[config.mk]
export PLATFORM = sky130hd
export DESIGN_NAME = ctq_ctrl
export DESIGN_NICKNAME = d
export VERILOG_FILES = /design/src/hw/rtl/ctq_pkg.sv /design/src/hw/rtl/ctq_ctrl.sv
export SDC_FILE = /design/constraint.sdc
export NUM_CORES = 1
export LEC_CHECK = 0
export ABC_AREA = 1
export ABC_CLOCK_PERIOD_IN_PS = 1000
export BUFFER_PORTS_ARGS = -buffer_cell sky130_fd_sc_hd__buf_2
export CORE_AREA = 8 8 45 47
export DETAILED_ROUTE_END_ITERATION = 7
export DIE_AREA = 0 0 53 55
export PLACE_DENSITY = 0.53
export REMOVE_ABC_BUFFERS = 1
export SYNTH_ARGS = -nofsm -noshare
export SYNTH_HDL_FRONTEND = slang
export SYNTH_SLANG_ARGS = --single-unit
export TNS_END_PERCENT = 1
[constraint.sdc]
create_clock -name clk -period 1 [get_ports clk]
set_input_delay 0.2 -clock clk [delete_from_list [all_inputs] [get_ports clk]]
set_output_delay 0.2 -clock clk [all_outputs]
set_load 0.01 [all_outputs]
[src/hw/rtl/ctq_pkg.sv]
// ----------------------------------------------------------------------------
// ctq_pkg
// Shared constants, codes and types of the credential table with daily quota.
// ----------------------------------------------------------------------------
package ctq_pkg;

  localparam int TABLE_DEPTH = 256;
  localparam int IDX_W       = $clog2(TABLE_DEPTH);
  localparam int CNT_W       = IDX_W + 1;

  // Operation codes.
  localparam logic [2:0] MODE_CLEAR   = 3'd0;
  localparam logic [2:0] MODE_LOAD    = 3'd1;
  localparam logic [2:0] MODE_FIND_IP = 3'd2;
  localparam logic [2:0] MODE_FIND_ID = 3'd3;
  localparam logic [2:0] MODE_FIND_TG = 3'd4;
  localparam logic [2:0] MODE_REMAIN  = 3'd5;
  localparam logic [2:0] MODE_USE     = 3'd6;

  // Result status codes.
  localparam logic [2:0] ST_OK        = 3'd0;
  localparam logic [2:0] ST_NOT_FOUND = 3'd1;
  localparam logic [2:0] ST_WRONG_PIN = 3'd2;
  localparam logic [2:0] ST_FULL      = 3'd3;
  localparam logic [2:0] ST_EMPTY     = 3'd4;
  localparam logic [2:0] ST_BAD_INDEX = 3'd5;

  // Day value that means the time is not known.
  localparam logic signed [9:0] DAY_UNKNOWN = -10'sd1;

  typedef struct packed {
    logic [31:0]        id;
    logic [15:0]        pin;
    logic [31:0]        tag;
    logic [7:0]         quota;
    logic [7:0]         uses;
    logic signed [9:0]  last_day;
  } entry_t;

  // Commands from the controller to the datapath.
  typedef struct packed {
    logic capture;
    logic exec;
    logic scan;
    logic update;
    logic publish;
  } ctq_cmd_t;

  // Status from the datapath to the controller.
  typedef struct packed {
    logic [2:0] mode;
    logic       index_bad;
    logic       hit;
    logic       miss;
    logic       out_free;
  } ctq_sts_t;

endpackage

[src/hw/rtl/ctq_ctrl.sv]
// ----------------------------------------------------------------------------
// ctq_ctrl
// Controller state machine: sequences capture, execution, table scan,
// entry update and result hand-off.
// ----------------------------------------------------------------------------
module ctq_ctrl import ctq_pkg::*; (
  input  logic     clk,
  input  logic     rst,
  input  logic     in_valid,
  output logic     in_ready,
  input  ctq_sts_t sts,
  output ctq_cmd_t cmd
);

  localparam logic [2:0] S_IDLE   = 3'd0;
  localparam logic [2:0] S_EXEC   = 3'd1;
  localparam logic [2:0] S_SCAN   = 3'd2;
  localparam logic [2:0] S_UPDATE = 3'd3;
  localparam logic [2:0] S_FINISH = 3'd4;

  logic [2:0] state;
  logic [2:0] state_next;

  assign in_ready = (state == S_IDLE);

  always_comb begin
    state_next  = state;
    cmd         = '0;
    unique case (state)
      S_IDLE: begin
        if (in_valid) begin
          cmd.capture = 1'b1;
          state_next  = S_EXEC;
        end
      end
      S_EXEC: begin
        cmd.exec = 1'b1;
        case (sts.mode) inside
          MODE_FIND_IP, MODE_FIND_ID, MODE_FIND_TG, MODE_USE: state_next = S_SCAN;
          MODE_REMAIN: state_next = sts.index_bad ? S_FINISH : S_UPDATE;
          default:     state_next = S_FINISH;
        endcase
      end
      S_SCAN: begin
        cmd.scan = 1'b1;
        if (sts.hit) begin
          state_next = (sts.mode == MODE_USE) ? S_UPDATE : S_FINISH;
        end else if (sts.miss) begin
          state_next = S_FINISH;
        end
      end
      S_UPDATE: begin
        cmd.update = 1'b1;
        state_next = S_FINISH;
      end
      S_FINISH: begin
        if (sts.out_free) begin
          cmd.publish = 1'b1;
          state_next  = S_IDLE;
        end
      end
      default: state_next = S_IDLE;
    endcase
  end

  always_ff @(posedge clk) begin
    if (rst) begin
      state <= S_IDLE;
    end else begin
      state <= state_next;
    end
  end

endmodule

# After elaboration in Yosys (flattened, before gate mapping)
# Index checks and enable logic that the tools add are counted.
# totals
ff_bits	3
latchBits	0
mem_bits_rw	0
mem_bits_ro	0
out_inout_bits	6
mem_count	0
# classes
n_addsub	0
mul	0
div_mod_pow	0
order_cmp	0
n_eq_ne	12
n_shift	0
mux	16
bitwise_logic	0
reduce_logical	3
# ops
op	count
2-to-1 mux 3 bit	8
one-hot mux 3 bit (5 select lines)	1
equality test 3 x 2 -> 1 bit (second input constant)	4
equality test 3 bit (second input constant)	4
2-to-1 mux 1 bit	7
!= test 2 bit (second input constant)	2
OR reduction 4 bit	1
equality test 3 x 1 -> 1 bit (second input constant)	1
logical NOT 3 bit	1
!= test 3 bit (second input constant)	1
AND reduction 3 bit	1

# Longest topological paths before layout
# Gate-level depths: netlist of run 1.
# depth
depth_word	4
depth_mapped	8
mapped_depth_nobuf	8

# Worst setup path before layout of run 1
# OpenSTA, ideal clock, no wires.
# synth_path
kind	reg-to-output
start	register state[2]
end	output cmd[0] (netlist name)
t_arrival_ns	0.864
required_ns	0.800
setup_slack_ns	-0.064
path_stages_with_launch	3
path_buffers	0
cell_sequence	dfxtp_1 -> inv_2 -> nor4_1
# synth_lines
item	line_no	text
from (decl)	ctq_ctrl.sv:21	logic [2:0] state;
from (signal assigned)	ctq_ctrl.sv:70	state <= state_next;
to (decl)	ctq_ctrl.sv:12	output ctq_cmd_t cmd

==> results of run 1 <==
==> through the flow <==
| step | utilization | hold slack [ns] | power (mW) | TNS (ns) | std cells |
|---|---|---|---|---|---|
| 2_1_floorplan | - | 0.262 | 0.309 | -0.0639 | 51 |
| 3_3_place_gp | 0.292 | 0.390 | 0.423 | -0.170 | 86 |
| 3_5_place_dp | 0.292 | 0.389 | 0.423 | -0.312 | 86 |
| 4_1_cts | 0.354 | 0.135 | 0.714 | -1.36 | 91 |
| 5_1_grt | 0.358 | 0.139 | 0.786 | -1.78 | 91 |
| 6_report | 0.358 | 0.142 | 0.719 | -1.18 | 91 |
==> power groups by stage <==
stage,Clock [mW],Sequential (mW),Combinational (mW)
2_1_floorplan,0,0.155,0.154
4_1_cts,0.222,0.177,0.315
5_1_grt,0.236,0.181,0.370
3_5_place_dp,0,0.157,0.265
6_report,0.211,0.178,0.330
3_3_place_gp,0,0.157,0.266
==> cell usage in the layout, fill, tap and decap left out, drive strengths merged <==
cell type  netlist  routed
inv             12      12
nand3            5       5
clkbuf           0       4
nor2             8       8
o21bai           1       1
buf              0      20
or2              2       2
dfxtp            3       3
nor4             1       1
a21oi            1       1
o21ai            1       1
nor3             2       2
nand2           15      15
==> cells by family after synthesis <==
| group | count (synthesis) | synth area share |
|---|---|---|
| and+or+nand+nor | 33 | 0.547 |
| buffers and inverters | 12 | 0.161 |
| DFF | 3 | 0.215 |
| AOI/OAI and AO/OA | 3 | 0.0762 |
==> cell type report <==
class / instances / area share
multi-input cells: 36 / 0.422
repair buffers: 20 / 0.240
inverters: 12 / 0.101
clock buffers: 4 / 0.0530
well taps: 16 / 0.0404
flip-flops and latches: 3 / 0.144
==> per-layer routing <==
layer	track usage	share of wire
met1	0.0517	0.35
met5	0	0
met3	0.0267	0.086
met4	0.0647	0.019
met2	0.123	0.54
==> worst register-to-register path, cell delays in order (launching register included) <==
cell     delay (ns)
dfxtp_4        0.36
buf_4          0.14
nand3_1        0.10
nand2_1        0.08
nor2_2         0.13
nand2_1        0.09
a21oi_2        0.11
==> repair_timing <==
item | CTS | global route
setup endpoints to repair | 9 | 9
gates resized for setup | 16 | 1
setup buffers | 1 | 0
gates cloned | 0 | 0
pin swaps | 4 | 1
==> worst max path at each step <==
stage	end	cells after the start
5_1_grt	cmd[4]	4
4_1_cts	cmd[2]	5
3_5_place_dp	state[2]	7
3_3_place_gp	state[2]	7
2_1_floorplan	cmd[0]	2
6_report	cmd[4]	4
==> cell usage after synthesis <==
cell,count
nor4_1,1
a21oi_2,1
or2_2,1
nand3_1,5
o21ai_0,1
or2_1,1
nand2_1,15
inv_2,3
dfxtp_1,3
nor3_1,1
nor3_2,1
nor2_1,5
o21bai_1,1
inv_1,9
nor2_2,3
==> metrics.yaml, run 1 <==
sta:
  max_slew.worst_pin.slew_ns: 0.172
  setup_viol: 9
  final_hold_viol_count: 0
  finalCriticalPeriod_ns: 1.21
  fmax_ghz: 0.829
  rsz0062_at_grt: "yes"
  post-route-period-util: 1.21
  slew_headroom: 0.884
  maxSlewViolCount: 0
  finalClockSkew_ns: 0.000955
  setup_slack_ns: -0.206
cts:
  cts_inserted_buffers: 3
  cts_tree: "yes"
  htreeDepth: 1
  hold_buffers: 0
  cts_buffer_depth: 2
  ctsRootBufferMaster: "clkbuf_4"
  clkLatencyLatePin_ns: 0.23
  clk_pin_slew_ns: 0.04
  cts_sinks: 3
global_route:
  grt_pass1_vias: 379
  grt_max_degree: 5
  antenna_found_initial: 0
  grt-ovfl-total: 0
  grt_pass1_wl_um: 1390
  grtUsageTotal: 0.0667
synthesis:
  postSynthAreaPerCell_um2: 5.47
  syn_area_um2: 279
  synth_top_area_frac: 0.215
  synth_cell_types: 15
  ys_warn_count: 0
  yosysSeqAreaShare: 0.215
  synth_seq_cells: 3
  syn_inst: 51
  synth_top_cell_by_area: "dfxtp_1"
  synth_area_leaders: "dfxtp_1 22%, nand2_1 20%, inv_1 12%, nand3_1 9.0%, nor2_1 6.7%"
drt:
  wire_per_inst_um: 9.15
  vias_per_cell: 3.92
  firstDrtPassIters: 4
  routed_wl_um: 833
  antenna_left: 0
  drt-initial-drc-count: 3
  via_count: 357
  drc: 0
outcome:
  status: "finished, violations left"
  failed_checks: "setup timing"
placement:
  post-dp-hpwl_um: 651
  portBuffers: 15
  dp_slack_ns: -0.0959
  place.gp.congestion: 0.774
  place_area_um2: 404
setup_path:
  crit_buf_inv: 1
  r2r_cells: 6
  path_cells: "nor2_4 -> nand2_2 -> nor2_1 -> buf_2"
  cpMaxStageDelayCell: "dfxtp_4"
  r2r-start: "state[2]"
  crit_path_end_kind: "primary output"
  crit_arrival_ns: 1.01
  cp_max_fo: 3
  path_delay_family: "flip-flops"
  worstSetupStartpoint: "state[0]"
  criticalPathCategory: "register to primary output"
  crit_path_start_kind: "register"
  r2r-end: "state[2]"
  worst_path_largest_cell_delay_ns: 0.36
  r2r_slack_ns: -0.06
  critPathRequiredTime_ns: 0.80
finish:
  syn2layout_area_growth_pct: 77.6
  regMostFlops: "state"
  multi_input_area_um2: 209
  n_antenna_cell: 0
  drive_above_1_share: 0.533
  reg_top3: "state: 3 flops"
  stdcell_area_um2: 495
  fillers: 151
  largest_reg_flops: 3
  register_area_um2: 71.3
  finalNetCount: 86
run:
  drv_cap: 0
floorplanning:
  die_w_um: 53
  fp.coreArea_um2: 1380
  die_area_um2: 2920
  initial_core_util: 0.202
  die_y_um: 55
  io_pins: 16
  num_rows: 14
worst_hold_path:
  min_from: "rst"
  min_path_cells: 2
  whs_endpoint: "state[2]"
  hold_path.class: "input pin to register"
power_and_ir_drop:
  clkPwrFrac: 0.294
  power_frac_seq: 0.248
  p_comb_frac: 0.458
  ir_drop_mv: 0.370
  p_sw_uw: 266
  p_leak_nw: 0.285
  swShare: 0.370
  p_per_area_nw_per_um2: 1450
  p_int_uw: 453
Note: power is estimated with default switching activity, not from simulation.
==> run 2: changes to the inputs <==
--- a/config.mk
+++ b/config.mk
@@ -7,11 +7,14 @@
 export LEC_CHECK = 0
 export ABC_AREA = 1
 export ABC_CLOCK_PERIOD_IN_PS = 1000
-export BUFFER_PORTS_ARGS = -buffer_cell sky130_fd_sc_hd__buf_2
+export CELL_PAD_IN_SITES_DETAIL_PLACEMENT = 0
+export CELL_PAD_IN_SITES_GLOBAL_PLACEMENT = 1
 export CORE_AREA = 8 8 45 47
 export DETAILED_ROUTE_END_ITERATION = 7
 export DIE_AREA = 0 0 53 55
-export PLACE_DENSITY = 0.53
+export DONT_BUFFER_PORTS = 1
+export GPL_TIMING_DRIVEN = 0
+export PLACE_DENSITY = 0.56
 export REMOVE_ABC_BUFFERS = 1
 export SYNTH_ARGS = -nofsm -noshare
 export SYNTH_HDL_FRONTEND = slang
==> run 2 against run 1 <==
  * The flow still finishes with violations (setup timing)
  * Global-route usage rose by 0.27 points
  * Clock power is 2% higher
  * Non-clock buffer count down 18
  * Hold slack worse by 0.13 ns
  * Clock skew increased by 0.0044 ns
  * Critical path depth did not move
  * Worst setup slack improved by 0.038 ns
  * Critical path type unchanged
==> metrics.yaml, run 2 (synthesis gave the netlist of run 1 again) <==
outcome:
  status: "finished, violations left"
  failed_checks: "setup timing"
placement:
  place_inst: 67
  post-dp-hpwl_um: 625
  portBuffers: 0
  place.gp.congestion: 0.737
  place_area_um2: 299
global_route:
  antenna_found_initial: 0
  grt_pass1_wl_um: 1440
  grt_max_degree: 6
  grt-ovfl-total: 0
  grtUsageTotal: 0.0694
  grt_pass1_vias: 343
finish:
  utilization: 0.305
  layoutNonFillerInstCount: 73
  fillers: 165
  finalNetCount: 68
  largest_reg_flops: 3
  final_cell_mix: "13 x nand2_1, 7 x inv_1, 5 x nand3_1"
  regMostFlops: "state"
  reg_top3: "state: 3 flops"
  syn2layout_area_growth_pct: 51.1
  n_antenna_cell: 0
  drive_above_1_share: 0.439
  stdcell_area_um2: 422
  final_common_cell: "nand2_1"
cts:
  cts_buffer_depth: 2
  cts_inserted_buffers: 3
  htreeDepth: 1
  clk_pin_slew_ns: 0.04
  ctsRootBufferMaster: "clkbuf_4"
  cts_tree: "yes"
  clkLatencyLatePin_ns: 0.23
  cts_sinks: 3
  hold_buffers: 0
sta:
  rsz0062_at_grt: "yes"
  maxSlewViolCount: 0
  fmax_ghz: 0.856
  finalClockSkew_ns: 0.00531
  setup_slack_ns: -0.168
  setup_viol: 9
  finalCriticalPeriod_ns: 1.17
  fin_hold_ws_ns: 0.0140
  final.setup.tns_ns: -0.959
  slew_headroom: 0.813
  post-route-period-util: 1.17
  max_slew.worst_pin.slew_ns: 0.279
  final_hold_viol_count: 0
floorplanning:
  die_area_um2: 2920
  num_rows: 14
  die_y_um: 55
  die_w_um: 53
  initial_core_util: 0.202
  io_pins: 16
  fp.coreArea_um2: 1380
setup_path:
  cp_max_fo: 4
  crit_path_start_kind: "register"
  path_delay_family: "flip-flops"
  crit_path_end_kind: "primary output"
  worst_path_largest_cell_delay_ns: 0.40
  r2r_cells: 7
  cpMaxStageDelayCell: "dfxtp_4"
  crit_buf_inv: 2
  worstSetupStartpoint: "state[1]"
  r2r-start: "state[1]"
  critPathRequiredTime_ns: 0.80
  crit_arrival_ns: 0.97
  path_depth: 4
  criticalPathCategory: "register to primary output"
  path_cells: "inv_4 -> nor2_4 -> nand2_2 -> inv_2"
drt:
  via_count: 319
  firstDrtPassIters: 1
  wire_per_inst_um: 11.7
  routed_wl_um: 857
  drt-initial-drc-count: 0
  antenna_left: 0
  vias_per_cell: 4.37
  drc: 0
power_and_ir_drop:
  clkPwrFrac: 0.320
  ir_drop_mv: 0.432
  swShare: 0.416
  p_sw_uw: 280
  p_int_uw: 393
  p_per_area_nw_per_um2: 1600
  p_leak_nw: 0.201
  power_frac_seq: 0.283
  p_comb_frac: 0.396
worst_hold_path:
  min_path_cells: 1
  hold_path.class: "input pin to register"
  min_from: "rst"
run:
  drv_cap: 0
==> run 2: worst paths after layout <==
kind / slack [ns] / end
hold reg to reg: 0.61 / state[2]
setup reg to reg: -0.08 / state[2]
setup / recovery: -0.17 / cmd[2]
hold / removal: 0.01 / state[2]
==> run 2: routing by layer <==
metal,global-route usage,vias up,part of all wire
li1,-,165,-
met4,0.0647,0,0.0093
met3,0.0241,2,0.053
met1,0.0593,142,0.39
met2,0.125,10,0.55
met5,0,-,0
==> run 2: cell type report <==
class	instances	area, um^2	area share
well taps	16	20.0	0.0475
flip-flops and latches	3	71.3	0.169
clock buffers	4	26.3	0.0623
repair buffers	2	15.0	0.0356
inverters	12	52.6	0.125
multi-input cells	36	236	0.561
==> run 2: repair_timing <==
item,4_1_cts,5_1_grt
gates resized for setup,23,1
pin swaps,6,7
endpoints found under the setup margin,9,9
setup buffers,1,1
==> run 2: metrics by stage <==
| step | power, mW | setup slack (ns) |
|---|---|---|
| after detailed placement | 0.345 | -0.183 |
| after floorplan | 0.309 | -0.0638 |
| after CTS | 0.681 | -0.185 |
| final | 0.673 | -0.168 |
| after global routing | 0.720 | -0.207 |
| after global placement | 0.344 | -0.177 |
==> run 2: power by group through the flow <==
stage / Clock, mW / Sequential (mW) / Combinational (mW)
6_report: 0.216 / 0.191 / 0.267
5_1_grt: 0.223 / 0.196 / 0.301
4_1_cts: 0.223 / 0.189 / 0.269
3_5_place_dp: 0 / 0.161 / 0.184
3_3_place_gp: 0 / 0.161 / 0.183
2_1_floorplan: 0 / 0.155 / 0.154
